### config.mk
export PLATFORM = sky130hd
export DESIGN_NAME = bpfm_ctrl
export DESIGN_NICKNAME = d
export VERILOG_FILES = /design/src/rtl/bpfm_pkg.sv /design/src/rtl/bpfm_ctrl.sv
export SDC_FILE = /design/constraint.sdc
export NUM_CORES = 1
export LEC_CHECK = 0
export ABC_AREA = 1
export BUFFER_PORTS_ARGS = -buffer_cell sky130_fd_sc_hd__buf_2
export CAP_MARGIN = 15
export CORE_MARGIN = 1
export CORE_UTILIZATION = 40
export CTS_CLUSTER_SIZE = 24
export DETAILED_ROUTE_END_ITERATION = 7
export PLACE_DENSITY_LB_ADDON = 0.05
export SYNTH_ARGS = -nofsm -noshare
export SYNTH_HDL_FRONTEND = slang
export SYNTH_SLANG_ARGS = --single-unit
export TNS_END_PERCENT = 20
### constraint.sdc
create_clock -name clk -period 1.6 [get_ports clk]
set_input_delay 0.24 -clock clk [delete_from_list [all_inputs] [get_ports clk]]
set_output_delay 0.24 -clock clk [all_outputs]
set_load 0.05 [all_outputs]
### src/rtl/bpfm_pkg.sv
// ----------------------------------------------------------------------------
// Buffer pool frame manager package
// Shared widths, codes and the command and status records that pass between
// the controller and the datapath.
// ----------------------------------------------------------------------------
`default_nettype none

package bpfm_pkg;

	// Field widths fixed by the word formats.
	localparam int NUM_FRAMES_DEF = 32;
	localparam int MODE_W  = 3;
	localparam int FILE_W  = 8;
	localparam int PAGE_W  = 31;
	localparam int FRAME_W = 6;
	localparam int KIND_W  = 2;
	localparam int STAT_W  = 3;
	localparam int PIN_W   = 16;

	// Operation modes.
	localparam logic [MODE_W-1:0] MODE_READ    = 3'd0;
	localparam logic [MODE_W-1:0] MODE_UNPIN   = 3'd1;
	localparam logic [MODE_W-1:0] MODE_ALLOC   = 3'd2;
	localparam logic [MODE_W-1:0] MODE_DISPOSE = 3'd3;
	localparam logic [MODE_W-1:0] MODE_FLUSH   = 3'd4;

	// Result kinds.
	localparam logic [KIND_W-1:0] KIND_FINAL = 2'd0;
	localparam logic [KIND_W-1:0] KIND_WBACK = 2'd1;
	localparam logic [KIND_W-1:0] KIND_FETCH = 2'd2;
	localparam logic [KIND_W-1:0] KIND_DISP  = 2'd3;

	// Final status codes.
	localparam logic [STAT_W-1:0] ST_OK         = 3'd0;
	localparam logic [STAT_W-1:0] ST_NO_FREE    = 3'd1;
	localparam logic [STAT_W-1:0] ST_NOT_RES    = 3'd2;
	localparam logic [STAT_W-1:0] ST_BAD_BUF    = 3'd3;
	localparam logic [STAT_W-1:0] ST_NOT_PINNED = 3'd4;
	localparam logic [STAT_W-1:0] ST_PINNED     = 3'd5;
	localparam logic [STAT_W-1:0] ST_RESIDENT   = 3'd6;
	localparam logic [STAT_W-1:0] ST_BAD_FILE   = 3'd7;

	// Datapath operations, one per cycle.
	localparam int OP_W = 4;
	localparam logic [OP_W-1:0] OP_NOP        = 4'd0;
	localparam logic [OP_W-1:0] OP_LATCH      = 4'd1;
	localparam logic [OP_W-1:0] OP_MATCH      = 4'd2;
	localparam logic [OP_W-1:0] OP_ENC        = 4'd3;
	localparam logic [OP_W-1:0] OP_VICT       = 4'd4;
	localparam logic [OP_W-1:0] OP_REMOVE     = 4'd5;
	localparam logic [OP_W-1:0] OP_PUT_KEEP   = 4'd6;
	localparam logic [OP_W-1:0] OP_PUT_VICTIM = 4'd7;
	localparam logic [OP_W-1:0] OP_PIN_INC    = 4'd8;
	localparam logic [OP_W-1:0] OP_UNPIN      = 4'd9;
	localparam logic [OP_W-1:0] OP_INSTALL    = 4'd10;
	localparam logic [OP_W-1:0] OP_CLEAR      = 4'd11;
	localparam logic [OP_W-1:0] OP_SCAN_INIT  = 4'd12;
	localparam logic [OP_W-1:0] OP_NEXT       = 4'd13;
	localparam logic [OP_W-1:0] OP_CLEAR_NEXT = 4'd14;

	// Command from the controller.
	typedef struct packed {
		logic [OP_W-1:0]   op;
		logic              emit;
		logic [KIND_W-1:0] kind;
		logic [STAT_W-1:0] status;
		logic              use_frame;
		logic              req_tag;
		logic              last;
	} cmd_t;

	// Status back to the controller.
	typedef struct packed {
		logic [MODE_W-1:0] mode;
		logic              file_zero;
		logic              love;
		logic              hit;
		logic              pin_zero;
		logic              victim_none;
		logic              victim_dirty;
		logic              scan_end;
		logic              cand;
		logic              out_free;
	} stat_t;

endpackage

`default_nettype wire

### src/rtl/bpfm_ctrl.sv
// ----------------------------------------------------------------------------
// Buffer pool frame manager controller
// Sequences each request through tag match, list updates and result words.
// ----------------------------------------------------------------------------
`default_nettype none

module bpfm_ctrl import bpfm_pkg::*; (
	input  wire logic  clk,
	input  wire logic  arst_n,
	input  wire logic  in_valid,
	output logic       in_ready,
	input  wire stat_t st,
	output cmd_t       cmd
);

	localparam int S_W = 4;
	localparam logic [S_W-1:0] S_IDLE  = 4'd0;
	localparam logic [S_W-1:0] S_MATCH = 4'd1;
	localparam logic [S_W-1:0] S_ENC   = 4'd2;
	localparam logic [S_W-1:0] S_DEC   = 4'd3;
	localparam logic [S_W-1:0] S_PIN   = 4'd4;
	localparam logic [S_W-1:0] S_VIC   = 4'd5;
	localparam logic [S_W-1:0] S_TAKE  = 4'd6;
	localparam logic [S_W-1:0] S_WB    = 4'd7;
	localparam logic [S_W-1:0] S_FETCH = 4'd8;
	localparam logic [S_W-1:0] S_INST  = 4'd9;
	localparam logic [S_W-1:0] S_REL   = 4'd10;
	localparam logic [S_W-1:0] S_DISP2 = 4'd11;
	localparam logic [S_W-1:0] S_DISP3 = 4'd12;
	localparam logic [S_W-1:0] S_SCAN  = 4'd13;
	localparam logic [S_W-1:0] S_FIN   = 4'd14;

	logic [S_W-1:0]    state_q, state_n;
	logic [STAT_W-1:0] fin_stat_q, fin_stat_n;
	logic              fin_frame_q, fin_frame_n;

	// State and pending final status.
	always_ff @(posedge clk or negedge arst_n) begin
		if (!arst_n) begin
			state_q     <= S_IDLE;
			fin_stat_q  <= ST_OK;
			fin_frame_q <= 1'b0;
		end else begin
			state_q     <= state_n;
			fin_stat_q  <= fin_stat_n;
			fin_frame_q <= fin_frame_n;
		end
	end

	assign in_ready = (state_q == S_IDLE);

	// Next state and command for the datapath.
	always_comb begin
		state_n     = state_q;
		fin_stat_n  = fin_stat_q;
		fin_frame_n = fin_frame_q;
		cmd         = '0;
		cmd.op      = OP_NOP;
		case (state_q)
			S_IDLE: begin
				if (in_valid) begin
					cmd.op  = OP_LATCH;
					state_n = S_MATCH;
				end
			end
			S_MATCH: begin
				cmd.op  = OP_MATCH;
				state_n = S_ENC;
			end
			S_ENC: begin
				cmd.op  = OP_ENC;
				state_n = S_DEC;
			end
			S_DEC: begin
				fin_frame_n = 1'b0;
				fin_stat_n  = ST_OK;
				state_n     = S_FIN;
				case (st.mode)
					MODE_READ: begin
						if (st.file_zero) begin
							fin_stat_n = ST_BAD_FILE;
						end else if (st.hit) begin
							if (st.pin_zero) cmd.op = OP_REMOVE;
							state_n = S_PIN;
						end else begin
							state_n = S_VIC;
						end
					end
					MODE_ALLOC: begin
						if (st.file_zero) begin
							fin_stat_n = ST_BAD_FILE;
						end else if (st.hit) begin
							fin_stat_n  = ST_RESIDENT;
							fin_frame_n = 1'b1;
						end else begin
							state_n = S_VIC;
						end
					end
					MODE_UNPIN: begin
						if (!st.hit) begin
							fin_stat_n = ST_NOT_RES;
						end else if (st.pin_zero) begin
							fin_stat_n  = ST_NOT_PINNED;
							fin_frame_n = 1'b1;
						end else begin
							cmd.op  = OP_UNPIN;
							state_n = S_REL;
						end
					end
					MODE_DISPOSE: begin
						if (!st.hit) begin
							fin_stat_n = ST_NOT_RES;
						end else if (!st.pin_zero) begin
							fin_stat_n  = ST_PINNED;
							fin_frame_n = 1'b1;
						end else begin
							cmd.op  = OP_REMOVE;
							state_n = S_DISP2;
						end
					end
					MODE_FLUSH: begin
						if (st.file_zero) begin
							fin_stat_n = ST_BAD_FILE;
						end else begin
							cmd.op  = OP_SCAN_INIT;
							state_n = S_SCAN;
						end
					end
					default: begin
						fin_stat_n = ST_OK;
					end
				endcase
			end
			S_PIN: begin
				cmd.op      = OP_PIN_INC;
				fin_stat_n  = ST_OK;
				fin_frame_n = 1'b1;
				state_n     = S_FIN;
			end
			S_VIC: begin
				cmd.op  = OP_VICT;
				state_n = S_TAKE;
			end
			S_TAKE: begin
				if (st.victim_none) begin
					fin_stat_n  = ST_NO_FREE;
					fin_frame_n = 1'b0;
					state_n     = S_FIN;
				end else begin
					cmd.op  = OP_REMOVE;
					state_n = S_WB;
				end
			end
			S_WB: begin
				// A dirty victim's write-back word takes its tags in the same cycle that they are cleared.
				if (!st.victim_dirty || st.out_free) begin
					cmd.op = OP_CLEAR;
					if (st.victim_dirty) begin
						cmd.emit      = 1'b1;
						cmd.kind      = KIND_WBACK;
						cmd.use_frame = 1'b1;
						cmd.req_tag   = 1'b1;
					end
					state_n = (st.mode == MODE_READ) ? S_FETCH : S_INST;
				end
			end
			S_FETCH: begin
				if (st.out_free) begin
					cmd.emit      = 1'b1;
					cmd.kind      = KIND_FETCH;
					cmd.use_frame = 1'b1;
					state_n       = S_INST;
				end
			end
			S_INST: begin
				cmd.op      = OP_INSTALL;
				fin_stat_n  = ST_OK;
				fin_frame_n = 1'b1;
				state_n     = S_FIN;
			end
			S_REL: begin
				if (st.pin_zero) cmd.op = st.love ? OP_PUT_KEEP : OP_PUT_VICTIM;
				fin_stat_n  = ST_OK;
				fin_frame_n = 1'b1;
				state_n     = S_FIN;
			end
			S_DISP2: begin
				cmd.op  = OP_PUT_VICTIM;
				state_n = S_DISP3;
			end
			S_DISP3: begin
				if (st.out_free) begin
					cmd.op        = OP_CLEAR;
					cmd.emit      = 1'b1;
					cmd.kind      = KIND_DISP;
					cmd.use_frame = 1'b1;
					fin_stat_n    = ST_OK;
					fin_frame_n   = 1'b1;
					state_n       = S_FIN;
				end
			end
			S_SCAN: begin
				// One frame per cycle, lowest first; a dirty frame waits for the result register.
				if (st.scan_end) begin
					fin_stat_n  = ST_OK;
					fin_frame_n = 1'b0;
					state_n     = S_FIN;
				end else if (!st.cand) begin
					cmd.op = OP_NEXT;
				end else if (!st.pin_zero) begin
					fin_stat_n  = ST_PINNED;
					fin_frame_n = 1'b1;
					state_n     = S_FIN;
				end else if (!st.victim_dirty) begin
					cmd.op = OP_CLEAR_NEXT;
				end else if (st.out_free) begin
					cmd.op        = OP_CLEAR_NEXT;
					cmd.emit      = 1'b1;
					cmd.kind      = KIND_WBACK;
					cmd.use_frame = 1'b1;
					cmd.req_tag   = 1'b1;
				end
			end
			S_FIN: begin
				if (st.out_free) begin
					cmd.emit      = 1'b1;
					cmd.kind      = KIND_FINAL;
					cmd.status    = fin_stat_q;
					cmd.use_frame = fin_frame_q;
					cmd.last      = 1'b1;
					state_n       = S_IDLE;
				end
			end
			default: begin
				state_n = S_IDLE;
			end
		endcase
	end

endmodule

`default_nettype wire

==> run_results.csv, run 1 <==
group,metric,value,unit
timing,slew_headroom,83.86,%
timing,clock_skew,14.09,ps
die,design.portCount,29,
timing,hold_violations,0,
setup_path,cpLargestDelayFamily,"simple AND/OR/NAND/NOR gates",
route,via_per_inst,5.266,
logic_synthesis,yosysWarnings,0,
finish,fin_nets,298,
outcome,violations,"negative setup slack",
hold_path,min_path_type,"in -> async",
timing,period_share,118.6,%
timing,fin_crit,1898,ps
finish,regArea,203.9,µm²
die,row_count,19,
cts,numCtsBuffers,3,
setup_path,worstPathMaxFanout,5,
route,wl,4024,µm
setup_path,startpoint_type,"flip-flop",
route,dr.pass1.iters,4,
timing,max_freq,526.9,MHz
logic_synthesis,ys_seq_area_share,17.52,%
global_route,grt_max_degree,9,
finish,finish.utilization,67.73,%
die,die_h,55.44,µm
cts,cts_tree,"done",
setup_path,crit_arrival,1660,ps
logic_synthesis,synthCells,211,
place,post-dp-hpwl,3009,µm
route,via_count,1643,
power_and_ir_drop,peakVddDrop,1.242,mV
place,gp_congestion,0.9127,
timing,drv_slew,0,
setup_path,critical_path_required,1360,ps
finish,n_fill_cell,266,
timing,setup_viol,21,
die,die_x,55.44,µm
power_and_ir_drop,p_seq_share,12.3,%
power_and_ir_drop,pwr-share-comb,82.7,%
finish,drive_gt1_share,39.15,%
logic_synthesis,syn-num-nets,226,
outcome,outcome,"complete, but fails checks",
power_and_ir_drop,power,3.425,mW
cts,insertion_delay,280,ps
die,start_util,41.78,%
finish,syn2layout_area_growth,62.10,%
power_and_ir_drop,p_leak,1.045,nW
finish,final_cell_mix,"nand2_1 (72), buf_4 (37), inv_1 (24)",
timing,hold_ws,339.8,ps
run,max_cap_viol_count,0,
setup_path,crit_buf_inv,2,
finish,multiInputGateArea,917.1,µm²
logic_synthesis,synth_area_per_cell,5.414,µm²
power_and_ir_drop,powerDensity,1850,nW/µm²
finish,layout_commonest_cell,"nand2_1",
logic_synthesis,ys_seq_elements,8,
power_and_ir_drop,sw_frac_of_total,56.09,%
die,core,2734,µm²
setup_path,cp_slowest_cell,"dfrtp_2",
cts,clk_pin_slew,60,ps
timing,tightest_slew,241.3,ps
logic_synthesis,synth_area,1142,µm²
logic_synthesis,synthDistinctLibCells,25,
timing,rsz0062_at_grt,"true",
route,antenna_left,0,
global_route,antenna_found_initial,0,
setup_path,max_stage_delay,460,ps
setup_path,critical_path.endpoint_type,"primary output",
timing,fin_ws,-297.9,ps
cts,clk_path_buf_depth,2,
power_and_ir_drop,p_sw,1.921,mW
die,die_area,3074,µm²
cts,ctsHtreeMaxLevel,1,
cts,cts-root-buf,"clkbuf_4",
route,initialDrtViolationCount,63,
place,port_buffers,28,
route,drc,0,
power_and_ir_drop,p_clk_share,4.9,%
setup_path,worst-setup-path-type,"reg -> out",
global_route,grt_pass1_vias,1574,
setup_path,cp_cell_sequence,"inv_4 -> nand2_4 -> nor2_4 -> nand4_1 -> nand2_2 -> nor2_2 -> o21ai_2 -> buf_6",
power_and_ir_drop,intPower,1.504,mW
finish,antenna_cells,0,
global_route,grt_pass1_wl,6748,µm
cts,clock_sinks,8,
global_route,track_usage,27.48,%
global_route,grt_overflow_total,0,
route,wl_per_cell,12.90,µm
## area by class of cell
cell class	instances	area share (%)
flip-flops and latches	8	11.01
clock buffers	3	1.216
multi-input cells	171	49.53
repair buffers	68	29.73
inverters	31	6.419
well taps	31	2.095
## flip-flops by register name, indices dropped and copies added (netlist names)
signal and count:
fin_frame_q 1, fin_stat_q 3, state_q 4
## what timing repair did
action | in CTS | in global routing
pin swaps | 8 | 5
setup buffers | 9 | 2
endpoints found under the setup margin | 14 | 22
gates resized for setup | 31 | 23
endpoints found under the hold margin | 8 | 0
hold buffers | 1 | 0
## worst paths after layout
path | slack (ps) | to | from | cells past startpoint
min reg2reg | 480 | fin_stat_q[1] | fin_stat_q[1] | 2
min in group clk | 450 | fin_stat_q[1] | st[10] | 5
min | 340 | state_q[2] | arst_n | 2
max | -300 | cmd[8] | state_q[1] | 8
max reg2reg | -230 | fin_frame_q | state_q[2] | 12
max in group asynchronous | 1070 | fin_stat_q[0] | arst_n | 2
## power groups by stage
stage	Sequential, mW	Clock [mW]	Combinational, mW
final	0.422	0.169	2.83
after global routing	0.433	0.179	3.10
after CTS	0.415	0.168	2.66
after detailed placement	0.400	0	2.40
after global placement	0.396	0	2.39
after floorplan	0.378	0	1.65
## cell families after synthesis
family | count (synthesis) | synth area share [%]
buf+inv | 32 | 10.62
simple gates | 150 | 61.01
flops | 8 | 17.52
compound gates | 21 | 10.84
## layer usage
metal	global-route usage [%]	share of wire [%]	vias up
met5	0	0	-
met4	6.786	2.5	0
met3	7.026	5.8	11
met2	47.68	50	56
met1	33.77	42	755
li1	-	-	821
## stage by stage
step / area (µm²) / instances / setup slack [ps] / setup TNS [ps]
6_report: 1852 / 312 / -297.9 / -4064
5_1_grt: 1852 / 312 / -378.3 / -5748
4_1_cts: 1748 / 310 / -258.6 / -3302
3_5_place_dp: 1559 / 297 / -136.5 / -498.6
3_3_place_gp: 1559 / 297 / -108.8 / -400.7
2_1_floorplan: 1175 / 211 / -190.7 / -844.7
## worst register-to-register path, delay by kind of cell (launching register included)
family          cells  cell delay, ps
buf+inv             5             600
simple gates        5             460
compound gates      2             210
flops               1             450
## cell usage after synthesis, drive strengths merged
library cell  number  share of area (%)
nand2             85                 30
inv               31                 10
nor2              29                 12
nand3             19                8.3
nand4             11                7.3
o21ai             11                5.1
dfrtp              8                 18
a21oi              5                2.2
nor3               3                1.3
o211ai             3                2.0
a21boi             1               0.99
buf                1               0.44
nand3b             1               0.66
nor3b              1               0.66
o22ai              1               0.55
or3                1               0.55
(Power assumes the default switching activity.)
==> inputs of run 2 (changes only) <==
- CORE_UTILIZATION: 40 -> 53
- REMOVE_ABC_BUFFERS: not set -> 1
- clock period: 1.6 -> 1.89 ns (I/O delays scaled with it)
==> run_results.csv, run 2 (synthesized netlist as in run 1, its figures left out) <==
group,metric,value,unit
global_route,grt_pass1_vias,1455,
cts,clk_path_buf_depth,2,
cts,clock_sinks,8,
setup_path,crit_arrival,1760,ps
hold_path,min_path_type,"in -> async",
finish,layout.cells.non_filler,278,
setup_path,ff2ff_setup_slack,290,ps
place,post-dp-hpwl,2786,µm
timing,slew_headroom,81.28,%
route,via_per_inst,5.522,
finish,layout_commonest_cell,"nand2_1",
route,drc,0,
finish,final_cell_mix,"nand2_1 (72), inv_1 (23), nor2_1 (23)",
setup_path,worst-setup-path-type,"reg -> out",
finish,antenna_cells,0,
setup_path,worst_r2r_startpoint,"state_q[3]",
die,design.portCount,29,
die,die_area,2345,µm²
power_and_ir_drop,p_leak,0.9081,nW
route,wl,3648,µm
timing,period_share,108.0,%
timing,clock_skew,4.159,ps
cts,cts-root-buf,"clkbuf_4",
global_route,grt_overflow_total,0,
die,die_h,48.43,µm
timing,fin_crit,2042,ps
outcome,outcome,"complete, but fails checks",
finish,reg_top3,"state_q (4), fin_stat_q (3), fin_frame_q (1)",
setup_path,reg2reg_depth,8,
power_and_ir_drop,powerDensity,1700,nW/µm²
cts,insertion_delay,250,ps
setup_path,critical_path_required,1610,ps
timing,fin_ws,-152.1,ps
finish,top_register,"state_q",
timing,max_freq,489.7,MHz
setup_path,cpLargestDelayFamily,"simple AND/OR/NAND/NOR gates",
setup_path,critical_path.endpoint_type,"primary output",
setup_path,r2r-end,"fin_stat_q[0]",
run,max_cap_viol_count,0,
setup_path,cp.depth,7,
route,initialDrtViolationCount,83,
finish,syn2layout_area_growth,33.84,%
finish,largest_register_ffs,4,
setup_path,cp_slowest_cell,"dfrtp_2",
setup_path,worstPathMaxFanout,5,
route,dr.pass1.iters,5,
timing,tightest_slew,279.8,ps
global_route,antenna_found_initial,0,
finish,n_fill_cell,165,
setup_path,cp_cell_sequence,"buf_4 -> nor2_1 -> nand2_1 -> o21ai_0 -> nor3b_1 -> nand4_1 -> buf_6",
die,row_count,16,
route,wl_per_cell,13.12,µm
setup_path,startpoint_type,"flip-flop",
cts,numCtsBuffers,3,
global_route,grt_max_degree,9,
place,place_ws,96.09,ps
timing,setup_viol,7,
die,start_util,57.06,%
route,via_count,1535,
cts,cts_tree,"done",
die,core,2002,µm²
global_route,grt_pass1_wl,5851,µm
route,antenna_left,0,
timing,drv_slew,0,
finish,drive_gt1_share,29.88,%
place,dp_cells,266,
cts,clk_pin_slew,50,ps
place,postPlaceCellArea,1319,µm²
outcome,violations,"negative setup slack",
finish,regArea,205.2,µm²
setup_path,startpoint,"state_q[3]",
cts,ctsHtreeMaxLevel,1,
place,port_buffers,28,
setup_path,endpoint,"cmd[9]",
setup_path,max_stage_delay,440,ps
finish,stdcell_area,1529,µm²
setup_path,crit_buf_inv,2,
timing,rsz0062_at_grt,"true",
place,gp_congestion,0.9311,
finish,multiInputGateArea,863.3,µm²
power_and_ir_drop,peakVddDrop,0.9401,mV
timing,hold_violations,0,
global_route,track_usage,31.85,%
finish,fin_nets,268,
power_and_ir_drop,power,2.600,mW
die,die_x,48.43,µm
==> run 2: stage by stage <==
stage | util [%] | TNS [ps] | hold slack [ps]
after floorplan | - | -1667 | -12.09
after global placement | 65.88 | 0 | 133.5
after detailed placement | 65.88 | 0 | 137.9
after CTS | 71.44 | -95.09 | 402.3
after global routing | 76.38 | -1071 | 407.9
final | 76.38 | -331.3 | 400.5
==> run 2: worst min-delay path by stage <==
stage	startpoint	to	slack (ps)	cells past startpoint
2_1_floorplan	arst_n	fin_frame_q	-10	0
3_3_place_gp	arst_n	state_q[2]	130	1
3_5_place_dp	arst_n	state_q[2]	140	1
4_1_cts	arst_n	state_q[3]	400	2
5_1_grt	arst_n	state_q[2]	410	2
6_report	arst_n	state_q[0]	400	2
==> run 2: timing repair <==
item                       4_1_cts  5_1_grt
hold endpoints to repair         8        0
setup endpoints to repair        8        8
pin swaps                        5        6
resized for setup               20       15
hold buffers                     1        0
setup buffers                    3        5
==> run 2: per-layer routing <==
metal  global-route usage [%]  wire, µm
met1                    34.63      1423
met2                    57.75      1871
met3                    8.176       280
met4                    14.22        72
met5                        0         0
==> run 2: worst register-to-register path, delay by kind of cell (launching register included) <==
| family | cells | cell delay (ps) |
|---|---|---|
| flip-flops | 1 | 440 |
| AND/OR/NAND/NOR | 7 | 940 |
| buffers and inverters | 1 | 150 |
==> run 2: report_power, final <==
group | switching (mW) | internal (mW)
sequential | 0.113 | 0.262
clock | 0.0561 | 0.0725
combinational | 1.38 | 0.715
==> run 2: layout make-up <==
| type | count | area share (%) |
|---|---|---|
| multi-input combinational | 171 | 56.46 |
| clock buffer | 3 | 1.473 |
| sequential | 8 | 13.42 |
| tap | 27 | 2.209 |
| timing repair buffer | 38 | 18.49 |
| inverter | 31 | 7.938 |
==> inputs of run 3 (changes only) <==
--- a/constraint.sdc
+++ b/constraint.sdc
@@ -3,2 +3,2 @@
 set_output_delay 0.2835 -clock clk [all_outputs]
-set_load 0.05 [all_outputs]
+set_load 0.1 [all_outputs]
==> run_results.csv, run 3 (synthesized netlist as in run 1, its figures left out) <==
group,metric,value,unit
finish,top_register,"state_q",
timing,rsz0062_at_grt,"true",
timing,slew_headroom,77.92,%
route,via_per_inst,6.108,
route,wl_per_cell,16.64,µm
timing,fin_ws,-198.5,ps
setup_path,cp_slowest_cell,"dfrtp_2",
run,max_cap_viol_count,0,
setup_path,critical_path_required,1610,ps
finish,antenna_cells,0,
setup_path,crit_arrival,1800,ps
timing,setup_viol,8,
setup_path,cp_cell_sequence,"inv_4 -> nand2_4 -> inv_6 -> nand2_2 -> or3_1 -> nand4_1 -> buf_12",
finish,n_fill_cell,104,
setup_path,crit_buf_inv,3,
place,post-dp-hpwl,2983,µm
die,die_h,48.43,µm
timing,hold_ws,365.7,ps
setup_path,worstPathMaxFanout,4,
die,die_area,2345,µm²
setup_path,r2r-end,"fin_frame_q",
finish,finish.utilization,89.25,%
timing,hold_violations,0,
power_and_ir_drop,peakVddDrop,1.384,mV
setup_path,cpLargestDelayFamily,"simple AND/OR/NAND/NOR gates",
power_and_ir_drop,powerDensity,2000,nW/µm²
global_route,grt_max_degree,9,
setup_path,critical_path.endpoint_type,"primary output",
global_route,grt_overflow_total,0,
die,row_count,16,
route,drc,0,
timing,period_share,110.5,%
cts,ctsHtreeMaxLevel,1,
global_route,grt_pass1_vias,1608,
finish,reg_top3,"state_q (4), fin_stat_q (3), fin_frame_q (1)",
finish,syn2layout_area_growth,56.41,%
finish,layout_commonest_cell,"nand2_1",
cts,clk_path_buf_depth,2,
die,design.portCount,29,
outcome,outcome,"complete, but fails checks",
setup_path,worst-setup-path-type,"reg -> out",
place,gp_congestion,0.9230,
finish,drive_gt1_share,36.40,%
die,core,2002,µm²
route,antenna_left,0,
cts,insertion_delay,290,ps
finish,fin_nets,278,
timing,fin_setup_tns,-899.5,ps
timing,tightest_slew,328.6,ps
route,wl,4792,µm
die,start_util,57.06,%
setup_path,worst_r2r_startpoint,"state_q[0]",
hold_path,min_path_type,"in -> async",
cts,cts_tree,"done",
timing,clock_skew,15.10,ps
cts,cts-root-buf,"clkbuf_4",
global_route,antenna_found_initial,0,
cts,clock_sinks,8,
timing,drv_slew,0,
timing,fin_crit,2088,ps
finish,final_cell_mix,"nand2_1 (70), inv_1 (22), nor2_1 (21)",
die,die_x,48.43,µm
global_route,grt_pass1_wl,7314,µm
setup_path,startpoint_type,"flip-flop",
place,port_buffers,28,
setup_path,max_stage_delay,470,ps
global_route,track_usage,41.65,%
route,via_count,1759,
timing,max_freq,478.8,MHz
cts,clk_pin_slew,70,ps
power_and_ir_drop,p_leak,1.011,nW
setup_path,ff2ff_setup_slack,140,ps
route,initialDrtViolationCount,127,
setup_path,reg2reg_depth,10,
route,dr.pass1.iters,6,
cts,numCtsBuffers,3,
finish,largest_register_ffs,4,
outcome,violations,"negative setup slack",
-- run 3: cell types whose count changed in the layout (fill, tap and decap cells not counted), sizes merged --
cell / change
buf: +9
clkbuf: +1
-- run 3: worst max-delay path by stage --
stage / startpoint / endpoint / slack [ps] / cells past startpoint
finish: state_q[0] / cmd[9] / -200 / 7
global route: state_q[0] / cmd[9] / -240 / 7
CTS: state_q[1] / cmd[8] / -110 / 8
detailed placement: state_q[3] / cmd[8] / 0.2 / 8
global placement: state_q[3] / cmd[8] / 40 / 8
floorplan: state_q[1] / cmd[8] / -2340 / 5
-- run 3: final cells by class --
cell class | count | area (µm²) | share of cell area [%]
Clock buffer | 3 | 22.52 | 1.261
Tap cell | 27 | 33.78 | 1.891
Multi-Input combinational cell | 171 | 920.9 | 51.54
Inverter | 31 | 131.4 | 7.353
Sequential cell | 8 | 205.2 | 11.48
Timing Repair Buffer | 48 | 473.0 | 26.47
-- run 3: through the flow --
stage / worst slack (ps) / power, mW / instance area, µm² / cells
after global placement: 40.07 / 2.806 / 1499 / 270
final: -198.5 / 3.573 / 1787 / 288
after detailed placement: 0.1706 / 2.852 / 1499 / 270
after global routing: -244.4 / 3.727 / 1787 / 288
after floorplan: -2336 / 2.070 / 1137 / 210
after CTS: -108.1 / 3.243 / 1698 / 286
-- run 3: power by group --
group	switching, mW	internal, mW	leakage, nW	total, mW
Clock	0.0776	0.0738	0.0138	0.151
Combinational	2.02	1.01	0.901	3.03
Sequential	0.127	0.261	0.0970	0.388
-- run 3: timing repair --
item | in CTS | in global routing
endpoints found under the hold margin | 8 | 0
gates resized for setup | 26 | 26
setup buffers | 12 | 2
hold buffers | 1 | 0
pin swaps | 10 | 7
setup endpoints to repair | 12 | 13
-- run 3: metal layers --
metal	track usage, %	wire, µm
met4	31.86	406
met2	70.89	2255
met5	0	0
met1	44.25	1637
met3	10.06	491
